===== src/hw/rtl/pci_mst_pkg.sv =====
// types and constants shared by the pci single transfer master
package pci_mst_pkg;

  typedef enum logic [2:0] {
    PH_IDLE   = 3'd0,
    PH_REQ    = 3'd1,
    PH_DAC    = 3'd2,
    PH_CMD    = 3'd3,
    PH_DEVSEL = 3'd4,
    PH_DATA   = 3'd5
  } phase_t;

  localparam logic [2:0] ST_NONE    = 3'd0;
  localparam logic [2:0] ST_DONE    = 3'd1;
  localparam logic [2:0] ST_ABORT   = 3'd2;
  localparam logic [2:0] ST_RETRY   = 3'd3;
  localparam logic [2:0] ST_TIMEOUT = 3'd4;

  localparam logic [7:0] CFG_GRANT_LIMIT = 8'd0;
  localparam logic [7:0] CFG_READY_LIMIT = 8'd1;

  localparam logic [3:0]  CMD_DAC         = 4'hD;
  localparam logic [31:0] ALL_ONES        = 32'hFFFF_FFFF;
  localparam logic [8:0]  DEVSEL_EXTRA    = 9'd3;
  localparam logic [7:0]  GRANT_LIMIT_RST = 8'd32;
  localparam logic [8:0]  READY_LIMIT_RST = 9'd256;

  typedef struct packed {
    logic        start_valid;
    logic        is_write;
    logic [63:0] address;
    logic [3:0]  bus_command;
    logic [3:0]  byte_enable_n;
    logic [31:0] write_data;
    logic        gnt_n;
    logic        devsel_n;
    logic        trdy_n;
    logic        stop_n;
    logic [31:0] ad_in;
  } in_item_t;

  typedef struct packed {
    logic        req_n;
    logic        frame_n;
    logic        irdy_n;
    logic        control_drive;
    logic [31:0] ad_out;
    logic        ad_drive;
    logic [3:0]  cbe_out;
    logic        cbe_drive;
    logic        parity_out;
    logic        parity_drive;
    logic [2:0]  result_status;
    logic [31:0] read_data;
  } out_item_t;

endpackage


===== src/hw/rtl/pci_master_single_transfer.sv =====
// pci bus master running one 32-bit read or write per request
//
// channel  direction  handshake               word
// in_      input      in_valid / in_ready     pci_mst_pkg::in_item_t, one bus clock
// out_     output     out_valid / out_ready   pci_mst_pkg::out_item_t, drive values
// cfg_     input      cfg_valid / cfg_ready   register index and write data
//
// one result word per input word, registered: a result word is valid in the cycle after
// its input word is accepted; one word per cycle sustained while out_ready stays high
// in_ready stays high while the output register is empty or being emptied
// rst_n is synchronous; it clears phase, latches and the output valid and reloads the reset limits
// cfg_ready is always high; limits take effect on the next accepted word
module pci_master_single_transfer (
  input  logic                  clk,
  input  logic                  rst_n,
  input  logic                  in_valid,
  output logic                  in_ready,
  input  pci_mst_pkg::in_item_t in_data,
  output logic                  out_valid,
  input  logic                  out_ready,
  output pci_mst_pkg::out_item_t out_data,
  input  logic                  cfg_valid,
  output logic                  cfg_ready,
  input  logic [7:0]            cfg_index,
  input  logic [8:0]            cfg_data
);

  pci_mst_pkg::phase_t phase_r, phase_nxt;
  logic [63:0] addr_r, addr_nxt;
  logic [3:0]  cmd_r, cmd_nxt;
  logic [3:0]  be_r, be_nxt;
  logic [31:0] wdata_r, wdata_nxt;
  logic        write_r, write_nxt;
  logic [8:0]  wait_r, wait_nxt;
  logic        par_r, par_nxt;
  logic        par_vld_r, par_vld_nxt;
  logic [7:0]  glimit_r;
  logic [8:0]  rlimit_r;
  logic        out_vld_r;
  pci_mst_pkg::out_item_t out_r, res_c;

  logic        in_fire;
  logic [8:0]  glimit_eff, rlimit_eff;
  logic [8:0]  dc_cnt;
  logic [31:0] fail_data;

  assign in_ready  = !out_vld_r || out_ready;
  assign in_fire   = in_valid && in_ready;
  assign cfg_ready = 1'b1;
  assign out_valid = out_vld_r;
  assign out_data  = out_r;

  // a zero limit behaves as one
  assign glimit_eff = (glimit_r == 8'd0) ? 9'd1 : {1'b0, glimit_r};
  assign rlimit_eff = (rlimit_r == 9'd0) ? 9'd1 : rlimit_r;
  assign fail_data  = write_r ? 32'd0 : pci_mst_pkg::ALL_ONES;

  always_comb begin
    phase_nxt = phase_r;
    addr_nxt  = addr_r;
    cmd_nxt   = cmd_r;
    be_nxt    = be_r;
    wdata_nxt = wdata_r;
    write_nxt = write_r;
    wait_nxt  = wait_r;
    res_c     = '0;
    res_c.req_n   = 1'b1;
    res_c.frame_n = 1'b1;
    res_c.irdy_n  = 1'b1;
    res_c.parity_out   = par_r;
    res_c.parity_drive = par_vld_r;
    // data phase count starts from zero on the edge devsel is found
    dc_cnt = ((phase_r == pci_mst_pkg::PH_DEVSEL) ? 9'd0 : wait_r) + 9'd1;

    unique case (phase_r)
      pci_mst_pkg::PH_IDLE: begin
        if (in_data.start_valid) begin
          write_nxt = in_data.is_write;
          addr_nxt  = in_data.address;
          cmd_nxt   = in_data.bus_command;
          be_nxt    = in_data.byte_enable_n;
          wdata_nxt = in_data.write_data;
          wait_nxt  = 9'd0;
          if (in_data.gnt_n) begin
            phase_nxt = pci_mst_pkg::PH_REQ;
          end else if (in_data.address[63:32] != 32'd0) begin
            phase_nxt = pci_mst_pkg::PH_DAC;
          end else begin
            phase_nxt = pci_mst_pkg::PH_CMD;
          end
        end
      end
      pci_mst_pkg::PH_REQ: begin
        if (!in_data.gnt_n) begin
          phase_nxt = (addr_r[63:32] != 32'd0) ? pci_mst_pkg::PH_DAC
                                               : pci_mst_pkg::PH_CMD;
        end else begin
          wait_nxt = wait_r + 9'd1;
          if (wait_nxt >= glimit_eff) begin
            res_c.result_status = pci_mst_pkg::ST_TIMEOUT;
            res_c.read_data     = fail_data;
            phase_nxt           = pci_mst_pkg::PH_IDLE;
          end
        end
      end
      pci_mst_pkg::PH_DAC: begin
        phase_nxt = pci_mst_pkg::PH_CMD;
      end
      pci_mst_pkg::PH_CMD: begin
        phase_nxt = pci_mst_pkg::PH_DEVSEL;
        wait_nxt  = 9'd0;
      end
      pci_mst_pkg::PH_DEVSEL, pci_mst_pkg::PH_DATA: begin
        if (phase_r == pci_mst_pkg::PH_DEVSEL && in_data.devsel_n) begin
          if (wait_r >= pci_mst_pkg::DEVSEL_EXTRA) begin
            res_c.result_status = pci_mst_pkg::ST_ABORT;
            res_c.read_data     = fail_data;
            phase_nxt           = pci_mst_pkg::PH_IDLE;
          end else begin
            wait_nxt = wait_r + 9'd1;
          end
        end else if (!in_data.trdy_n) begin
          res_c.result_status = pci_mst_pkg::ST_DONE;
          res_c.read_data     = write_r ? 32'd0 : in_data.ad_in;
          phase_nxt           = pci_mst_pkg::PH_IDLE;
          wait_nxt            = 9'd0;
        end else if (!write_r && !in_data.stop_n) begin
          res_c.result_status = pci_mst_pkg::ST_RETRY;
          res_c.read_data     = pci_mst_pkg::ALL_ONES;
          phase_nxt           = pci_mst_pkg::PH_IDLE;
          wait_nxt            = 9'd0;
        end else begin
          wait_nxt = dc_cnt;
          if (dc_cnt >= rlimit_eff) begin
            res_c.result_status = pci_mst_pkg::ST_TIMEOUT;
            res_c.read_data     = fail_data;
            phase_nxt           = pci_mst_pkg::PH_IDLE;
          end else begin
            phase_nxt = pci_mst_pkg::PH_DATA;
          end
        end
      end
      default: begin
        phase_nxt = pci_mst_pkg::PH_IDLE;
      end
    endcase

    // bus drive follows the phase entered on this edge
    unique case (phase_nxt)
      pci_mst_pkg::PH_REQ: begin
        res_c.req_n = 1'b0;
      end
      pci_mst_pkg::PH_DAC: begin
        res_c.frame_n       = 1'b0;
        res_c.control_drive = 1'b1;
        res_c.ad_out        = addr_nxt[31:0];
        res_c.ad_drive      = 1'b1;
        res_c.cbe_out       = pci_mst_pkg::CMD_DAC;
        res_c.cbe_drive     = 1'b1;
      end
      pci_mst_pkg::PH_CMD: begin
        res_c.frame_n       = 1'b0;
        res_c.control_drive = 1'b1;
        res_c.ad_out        = (addr_nxt[63:32] != 32'd0) ? addr_nxt[63:32] : addr_nxt[31:0];
        res_c.ad_drive      = 1'b1;
        res_c.cbe_out       = cmd_nxt;
        res_c.cbe_drive     = 1'b1;
      end
      pci_mst_pkg::PH_DEVSEL, pci_mst_pkg::PH_DATA: begin
        res_c.irdy_n        = 1'b0;
        res_c.control_drive = 1'b1;
        res_c.cbe_out       = be_nxt;
        res_c.cbe_drive     = 1'b1;
        res_c.ad_out        = write_nxt ? wdata_nxt : 32'd0;
        res_c.ad_drive      = write_nxt;
      end
      default: begin
      end
    endcase

    par_vld_nxt = res_c.ad_drive;
    par_nxt     = res_c.ad_drive && ((^res_c.ad_out) ^ (^res_c.cbe_out));
  end

  always_ff @(posedge clk) begin
    if (!rst_n) begin
      phase_r   <= pci_mst_pkg::PH_IDLE;
      addr_r    <= '0;
      cmd_r     <= '0;
      be_r      <= 4'hF;
      wdata_r   <= '0;
      write_r   <= 1'b0;
      wait_r    <= '0;
      par_r     <= 1'b0;
      par_vld_r <= 1'b0;
      out_vld_r <= 1'b0;
    end else begin
      if (in_fire) begin
        phase_r   <= phase_nxt;
        addr_r    <= addr_nxt;
        cmd_r     <= cmd_nxt;
        be_r      <= be_nxt;
        wdata_r   <= wdata_nxt;
        write_r   <= write_nxt;
        wait_r    <= wait_nxt;
        par_r     <= par_nxt;
        par_vld_r <= par_vld_nxt;
        out_vld_r <= 1'b1;
      end else if (out_ready) begin
        out_vld_r <= 1'b0;
      end
    end
  end

  always_ff @(posedge clk) begin
    if (in_fire) begin
      out_r <= res_c;
    end
  end

  always_ff @(posedge clk) begin
    if (!rst_n) begin
      glimit_r <= pci_mst_pkg::GRANT_LIMIT_RST;
      rlimit_r <= pci_mst_pkg::READY_LIMIT_RST;
    end else if (cfg_valid && cfg_ready) begin
      unique case (cfg_index)
        pci_mst_pkg::CFG_GRANT_LIMIT: glimit_r <= cfg_data[7:0];
        pci_mst_pkg::CFG_READY_LIMIT: rlimit_r <= cfg_data;
        default: begin
        end
      endcase
    end
  end

  // a word that ends a transfer releases the request, control, ad and cbe drivers
  a_release_on_end: assert property (@(posedge clk) disable iff (!rst_n)
    out_vld_r && out_r.result_status != pci_mst_pkg::ST_NONE
    |-> out_r.req_n && !out_r.control_drive && !out_r.ad_drive && !out_r.cbe_drive)
    else $error("drivers still on in the ending word");

  a_idle_after_end: assert property (@(posedge clk) disable iff (!rst_n)
    in_fire && res_c.result_status != pci_mst_pkg::ST_NONE
    |=> phase_r == pci_mst_pkg::PH_IDLE)
    else $error("not idle after a transfer ended");

  a_dac_then_cmd: assert property (@(posedge clk) disable iff (!rst_n)
    phase_r == pci_mst_pkg::PH_DAC
    |=> phase_r == pci_mst_pkg::PH_DAC || phase_r == pci_mst_pkg::PH_CMD)
    else $error("dual address cycle not followed by command phase");

  a_parity_drive_matches: assert property (@(posedge clk) disable iff (!rst_n)
    in_fire |=> par_vld_r == out_r.ad_drive)
    else $error("parity enable out of step with ad drive");

endmodule

===== config.mk =====
export PLATFORM = sky130hd
export DESIGN_NAME = pci_master_single_transfer
export DESIGN_NICKNAME = d
export VERILOG_FILES = /design/src/hw/rtl/pci_mst_pkg.sv /design/src/hw/rtl/pci_master_single_transfer.sv
export SDC_FILE = /design/constraint.sdc
export NUM_CORES = 1
export LEC_CHECK = 0
export ABC_AREA = 1
export BUFFER_PORTS_ARGS = -buffer_cell sky130_fd_sc_hd__buf_2
export CAP_MARGIN = 30
export CORE_ASPECT_RATIO = 1.25
export CORE_MARGIN = 5
export CORE_UTILIZATION = 45
export DETAILED_ROUTE_END_ITERATION = 10
export HOLD_SLACK_MARGIN = 0.03
export PLACE_DENSITY = 0.67
export SLEW_MARGIN = 20
export SYNTH_ARGS = -nofsm -noshare
export SYNTH_HDL_FRONTEND = slang
export SYNTH_SLANG_ARGS = --single-unit
export TNS_END_PERCENT = 30

===== constraint.sdc =====
create_clock -name clk -period 8.9 [get_ports clk]
set_input_delay 1.335 -clock clk [delete_from_list [all_inputs] [get_ports clk]]
set_output_delay 1.335 -clock clk [all_outputs]
set_load 0.01 [all_outputs]

; Word level (Yosys, flattened, before mapping)
; Cells that the tools add are included.
[word_totals]
register_bits = 216
output_inout_bits = 82
input_bits = 164
ram_bits = 0
n_memories = 0
wordCells = 119
mem_bits_ro = 0
latchBits = 0
[classes]
mux = 50
n_lt_le_gt_ge = 3
n_eq_ne = 14
div_mod_pow = 0
mul = 0
n_addsub = 2
n_shift = 0
n_bitwise = 1
reduce_logical = 25
[ops]
columns = operator, count
row1 = 35-bit 2-to-1 mux, 6
row2 = 32-bit 2-to-1 mux, 6
row3 = 64-bit 2-to-1 mux, 2
row4 = 39-bit case mux with 3 select lines, 1
row5 = 32-bit nonzero test, 3
row6 = 9-bit 2-to-1 mux, 8
row7 = 35-bit case mux with 2 select lines, 1
row8 = 9-bit case mux with 4 select lines, 1
row9 = 34-bit 2-to-1 mux, 1
row10 = 32-bit parity, 1
row11 = 3-bit 2-to-1 mux, 8
row12 = 9-bit by 1-bit adder with 9-bit output (second input constant), 2
row13 = 8-bit logical NOT, 2
row14 = 4-bit 2-to-1 mux, 4
row15 = 3-bit case mux with 5 select lines, 1
row16 = 3-bit by 2-bit equality test with 1-bit output (second input constant), 4
row17 = 3-bit equality test (second input constant), 4
row18 = 9-bit by 2-bit greater-or-equal comparator with 1-bit output (second input constant), 1
row19 = 9-bit by 8-bit greater-or-equal comparator with 1-bit output, 1
row20 = 9-bit greater-or-equal comparator, 1
row21 = 9-bit logical NOT, 1
row22 = 1-bit 2-to-1 mux, 9
row23 = 8-bit by 1-bit equality test with 1-bit output (second input constant), 1
row24 = 8-bit 2-to-1 mux, 1
row25 = other kinds (15), 25

; Logic depth before layout (Yosys ltp)
; Gate-level depths: netlist (run 1).
[logic_depth]
ltp_word = 15
ltp_mapped = 41
ltp_nobuf = 39

; Worst setup path before layout (run 1)
; Ideal clock, no wire load.
[synth_path]
kind = input-to-reg
from = input out_ready
to = register out_r (netlist bit out_data[0]), enable pin
required_time_ns = 8.428
arrival_time_ns = 4.471
slack_ns = 3.956
setup_ns = 0.472
stages = 7
n_path_buf = 3
path_cell_list = inv_1 > nand2_1 > nand2_1 > clkbuf_1 > inv_1 > clkbuf_1 > buf_1
[synth_via]
elab_chain_len = 2
[synth_lines]
columns = element, line
row1 = "start, declared", pci_master_single_transfer.sv:20  ; input logic out_ready,
row2 = 1-bit logical OR, pci_master_single_transfer.sv:47  ; assign in_ready = !out_vld_r || out_ready;
row3 = via in_ready, pci_master_single_transfer.sv:17  ; output logic in_ready,
row4 = 1-bit logical AND, pci_master_single_transfer.sv:48  ; assign in_fire = in_valid && in_ready;
row5 = via in_fire, pci_master_single_transfer.sv:42  ; logic in_fire;
row6 = "end signal, assigned", pci_master_single_transfer.sv:217  ; out_r <= res_c;
row7 = "end, declared", pci_master_single_transfer.sv:40  ; pci_mst_pkg::out_item_t out_r, res_c;
; The timed path passes the listed nets, and every way through them passes these cells.
; A chain may end at the register's enable or synchronous reset.

==> flow_metrics.tcl, run 1 <==
set metrics [dict create \
    status "completed" \
    setup.worst_path.end_class "flop" \
    grt_antenna_before_repair 2 \
    syn_area_per_cell_um2 6.78 \
    die_h_um 204 \
    report.final.slew_viol_count 0 \
    cts_resized 0 \
    grt_pass1_vias 12316 \
    port_buffers 244 \
    fillerInstances 3016 \
    max_stage_delay_ns 0.73 \
    wl_per_cell_um 15.8 \
    ys_seq_elements 215 \
    worst-path-max-fanout 35 \
    synthFlopType "dfxtp_1" \
    place_congestion 0.922 \
    drt-initial-drc-count 1172 \
    postCtsHoldBufs 0 \
    p_sw_w 0.00105 \
    path_clk_slew_ns 0.06 \
    dieArea_um2 33600 \
    dieWidth_um 165 \
    timing.fmax_mhz 180 \
    cts-root-buf "clkbuf_16" \
    synth_nets 2178 \
    io_pins 246 \
    skew_ns 0.0267 \
    netlist.area_leader.share_pct 20.3 \
    syn-cell-area_um2 13500 \
    maxCapViolCount 0 \
    reg2reg_from "phase_r[1]" \
    numCtsBuffers 24 \
    p_int_w 0.00195 \
    drc 0 \
    slowest_stage "nor2_4" \
    ant_nets 0 \
    clkPwrFrac_pct 31.8 \
    worst_pin_slew_ns 0.944 \
    cp_common_cell "nand2_1" \
    clock_latency_ns 0.54 \
    crit_required_ns 9.29 \
    hold_ws_ns 0.465 \
    reg2reg_setup_slack_ns 3.34 \
    nets 2349 \
    cp.arrival_ns 5.95 \
    hold_class "reg2reg" \
    finalHoldViolations 0 \
    drt_pass1_iterations 6 \
    syn_to_final_growth_pct 14.9 \
    grt_overflow 0 \
    syn_inst 1995 \
    period_needed_ns 5.56 \
    path_class "reg2reg" \
    synth_area_leaders "dfxtp_1 (20%), edfxtp_1 (17%), nand2_1 (16%)" \
    core_um2 29800 \
    rsz0062_at_grt "no" \
    peakVddDrop_mv 0.138 \
    fin_setup_tns_ns 0 \
    synth_area_leader_cell "dfxtp_1" \
    hpwl_mm 29.8 \
    h-tree-depth 1 \
    vias_per_cell 5.14 \
    async_flop_share_pct 0 \
    drive_above_1_share_pct 17.7 \
    synth_commonest_cells "nand2_1 (568), inv_1 (330), o21ai_0 (183), dfxtp_1 (137), a21oi_1 (135)" \
    yosysMostFrequentCell "nand2_1" \
    grt_pass1_wl_mm 63.4 \
    relSlewSlack_pct 36.9 \
    seqPwrFrac_pct 38.9 \
    ys_warn_count 0 \
    cts_setup_buffers 0 \
    synth_edf_count 78 \
    r2r_end "par_r" \
    setup_viol 0 \
    crit_end "par_r" \
    cts.sinks 215 \
    track_usage_pct 23.5 \
    leakage_nw 8.37 \
    clk_path_buf_depth 3 \
    fin_crit_sh_pct 62.4 \
    drt-total-wl_mm 40.9 \
    startpoint_type "flop" \
    vias 13306 \
    crit_start "phase_r[1]" \
    start_util_pct 45.3 \
    power_density_nw_per_um2 193 \
    synth-seq-area-share_pct 37.6 \
    reg2reg_depth 36 \
    power_frac_comb_pct 29.4 \
    rows 71 \
    yosys.cell_types.count 52 \
    switching_share_pct 35.0 \
    grt_max_degree 85 \
    cts_tree "done" \
]
[per-stage QoR]
stage                     power [W]  util [%]  worst slack, ns  instances  instance area [um^2]
final                       0.00300      52.0             3.34       2587                 15500
after global placement      0.00204      49.4             3.37       2539                 14700
after detailed placement    0.00206      49.5             3.22       2540                 14800
after CTS                   0.00302      52.0             3.41       2584                 15500
after global routing        0.00318      52.0             2.70       2586                 15500
after floorplan             0.00181         -             3.96       1995                 13500
[how the worst min path moves through the flow]
stage	from	endpoint	slack, ns	cells past startpoint
after CTS	be_r[2]	be_r[2]	0.47	2
after global placement	be_r[1]	be_r[1]	0.45	2
final	be_r[2]	be_r[2]	0.47	2
after floorplan	par_vld_r	out_data[35]	0.41	0
after global routing	par_vld_r	out_data[35]	0.48	0
after detailed placement	be_r[2]	be_r[2]	0.45	2
[state kept, by name, indices dropped and copies added (netlist names)]
register / cells
wdata_r: 32
par_vld_r: 1
out_valid: 1
write_r: 1
rlimit_r: 9
addr_r: 64
glimit_r: 8
par_r: 1
out_data: 78
be_r: 4
phase_r: 3
cmd_r: 4
wait_r: 9
[metal layers]
metal | wire length [um] | vias to the layer above | global-route usage (%)
li1 | - | 6739 | -
met1 | 16000 | 5993 | 28.2
met2 | 20100 | 472 | 41.2
met3 | 2790 | 102 | 3.56
met4 | 2050 | 0 | 10.7
met5 | 0 | - | 0
[worst max-delay path, delay by kind of cell (launching register included)]
family / cells / cell delay (ns)
and+or+nand+nor: 28 / 3.79
adders and majority gates: 2 / 0.54
DFF: 1 / 0.38
xor gates and xnor gates: 1 / 0.19
AOI/OAI and AO/OA: 2 / 0.20
buffers and inverters: 3 / 0.31
[placed cells by master (no fill, tap or decap), types with 3 or more instances in the layout]
cell type	n
nand2_1	567
inv_1	329
buf_2	244
o21ai_0	183
dfxtp_1	137
a21oi_1	135
nor2_1	98
nand3_1	97
edfxtp_1	78
o211ai_1	38
nand4_1	32
clkbuf_16	25
nand3_2	24
nand2_2	21
ha_1	19
o21a_1	14
clkinv_1	14
inv_2	12
o21ai_2	11
o21ai_1	10
clkbuf_1	8
nor2_4	6
buf_4	6
xor2_1	5
xnor2_1	5
nor2_2	5
nand2_4	4
nor4_1	4
nor3_1	4
or2_2	3
nand4_2	3
a221oi_1	3
a211oi_1	3
clkbuf_8	3
clkinv_2	3
[power by group through the flow]
stage                     combinational, W  sequential (W)  clock [W]
after floorplan                   0.000618         0.00120          0
after CTS                         0.000881         0.00117   0.000971
after detailed placement          0.000876         0.00119          0
final                             0.000881         0.00117   0.000954
after global routing              0.000995         0.00117    0.00101
after global placement            0.000856         0.00119          0
[cells by family after synthesis]
| logic type | synth area share (%) |
|---|---|
| AO/OA/AOI/OAI | 16.8 |
| XOR/XNOR | 0.648 |
| adder cells (fa/ha/maj) | 1.76 |
| buffers and inverters | 14.1 |
| flip-flops | 37.6 |
| other | 0.0277 |
| AND/OR/NAND/NOR | 29.1 |
[layout make-up]
cell class | instances | area (um^2) | area share (%)
Multi-Input combinational cell | 1318 | 6560 | 42.2
Sequential cell | 215 | 5080 | 32.7
Inverter | 355 | 1340 | 8.64
Timing Repair Buffer | 252 | 1290 | 8.32
Clock buffer | 36 | 697 | 4.49
Tap cell | 401 | 502 | 3.23
Clock inverter | 8 | 51.3 | 0.330
Antenna cell | 2 | 5.00 | 0.0322
No activity file was read; power rests on OpenSTA's default activity.
==> run 2: changes to the inputs <==
- clock period: 8.9 -> 5.4 ns (I/O delays scaled with it)
==> run 2 against run 1 <==
Compared with the run above: clock skew shrank 0.0020 ns; utilization increased by 1.2 points; clock power is 73% higher; total power is 69% higher; first-iteration DRC count is 12% lower; non-clock buffer count up 22; sequential cell count unchanged; sequential power up 64%; highest routed layer unchanged; combinational power up 73%.
==> flow_metrics.tcl, run 2 (synthesis results as in run 1) <==
set metrics [dict create \
    die_h_um 204 \
    clock_latency_ns 0.53 \
    drt_pass1_iterations 5 \
    path_clk_slew_ns 0.07 \
    wl_per_cell_um 15.8 \
    dieWidth_um 165 \
    cp.arrival_ns 5.20 \
    leakage_nw 8.54 \
    finalHoldViolations 0 \
    place_congestion 0.918 \
    worst-path-max-fanout 15 \
    timing.fmax_mhz 208 \
    hold_start "par_vld_r" \
    start_util_pct 45.3 \
    ant_nets 0 \
    fin_setup_tns_ns 0 \
    path_class "reg2reg" \
    clkPwrFrac_pct 32.4 \
    track_usage_pct 23.1 \
    vias_per_cell 5.13 \
    drc 0 \
    fin_crit_sh_pct 89.2 \
    final_cell_mix "nand2_1 (567), inv_1 (329), buf_2 (244), o21ai_0 (183)" \
    port_buffers 244 \
    drt-initial-drc-count 1033 \
    peakVddDrop_mv 0.249 \
    slowest_stage "dfxtp_1" \
    relSlewSlack_pct 41.5 \
    grt_antenna_before_repair 0 \
    crit_required_ns 5.78 \
    hold_class "reg2reg" \
    clk_path_buf_depth 3 \
    power_frac_comb_pct 29.8 \
    cts.sinks 215 \
    postCtsHoldBufs 0 \
    skew_ns 0.0247 \
    hpwl_mm 29.7 \
    h-tree-depth 1 \
    syn_to_final_growth_pct 17.4 \
    worst_pin_slew_ns 0.877 \
    hold_depth 0 \
    r2r_end "par_r" \
    final_cell_count_no_fill 2610 \
    core_um2 29800 \
    rsz0062_at_grt "no" \
    period_needed_ns 4.82 \
    p_sw_w 0.00173 \
    drt-total-wl_mm 41.3 \
    setup.worst_path.end_class "flop" \
    startpoint_type "flop" \
    switching_share_pct 34.0 \
    largest_reg_flops 78 \
    numCtsBuffers 23 \
    rows 71 \
    status "completed" \
    reg2reg_setup_slack_ns 0.58 \
    dieArea_um2 33600 \
    drive_above_1_share_pct 18.8 \
    max_stage_delay_ns 0.41 \
    dp_cells 2551 \
    io_pins 246 \
    layout_commonest_cell "nand2_1" \
    nets 2373 \
    grt_pass1_wl_mm 62.4 \
    grt_overflow 0 \
    cts_tree "done" \
    maxCapViolCount 0 \
    cts-root-buf "clkbuf_16" \
    fillerInstances 3031 \
    final_core_utilization_pct 53.2 \
    seqPwrFrac_pct 37.8 \
    power_w 0.00509 \
    reg2reg_from "phase_r[0]" \
    grt_max_degree 85 \
    reg2reg_depth 28 \
    grt_pass1_vias 12428 \
    p_int_w 0.00336 \
    power_density_nw_per_um2 320 \
    min_to "out_data[35]" \
    setup_viol 0 \
    vias 13384 \
    report.final.slew_viol_count 0 \
]
run 2: cell count changes in the layout (fill, tap and decap cells not counted), moves of 2 or more:
cell       change
buf_12         +6
clkbuf_1       -2
dfxtp_2        +2
dfxtp_1        -2
clkinv_1       -3
clkinv_2       +2
bufinv_16      +3
buf_4         +14
run 2: worst max-delay path by stage:
stage	from	slack (ns)	cells past startpoint	to
floorplan	out_ready	0.98	7	out_data[0]
global placement	phase_r[2]	0.32	35	par_r
detailed placement	phase_r[2]	0.08	35	par_r
CTS	phase_r[2]	0.1	35	par_r
global route	phase_r[0]	0.03	37	par_r
finish	phase_r[0]	0.58	28	par_r
run 2: what timing repair did:
item / 4_1_cts / 5_1_grt
setup buffers: 0 / 10
resized for setup: 0 / 6
endpoints found under the setup margin: 0 / 1
run 2: per-layer routing:
metal / track usage [%] / routed length [um]
met1: 28.1 / 16300
met3: 2.77 / 2760
met2: 40.7 / 20400
met5: 0 / 0
met4: 9.87 / 1830
run 2: worst max-delay path: cells and delay by family, from the launching register on:
family / cells / cell delay (ns)
XOR/XNOR: 3 / 0.68
AO/OA/AOI/OAI: 2 / 0.37
adder cells (fa/ha/maj): 2 / 0.52
AND/OR/NAND/NOR: 16 / 2.05
flip-flops: 1 / 0.41
buffers and inverters: 5 / 0.66
run 2: metrics by stage:
stage          hold WS [ns]  setup slack, ns  area [um^2]
2_1_floorplan         0.409            0.981        13500
3_3_place_gp          0.449            0.318        14800
3_5_place_dp          0.446           0.0846        14900
4_1_cts               0.443           0.0976        15600
5_1_grt               0.459           0.0301        15900
6_report              0.459            0.584        15900
run 2: power by group through the flow:
stage	Combinational (W)	Clock (W)	Sequential [W]
CTS	0.00146	0.00168	0.00192
detailed placement	0.00145	0	0.00196
floorplan	0.00102	0	0.00197
finish	0.00152	0.00165	0.00192
global placement	0.00142	0	0.00196
global route	0.00170	0.00174	0.00194
run 2: layout make-up:
class	count	area, um^2	share of cell area [%]
Antenna cell	2	5.00	0.0315
Clock buffer	32	651	4.10
Clock inverter	10	131	0.827
Inverter	355	1340	8.45
Multi-Input combinational cell	1321	6600	41.6
Sequential cell	215	5090	32.0
Tap cell	401	502	3.16
Timing Repair Buffer	274	1560	9.83
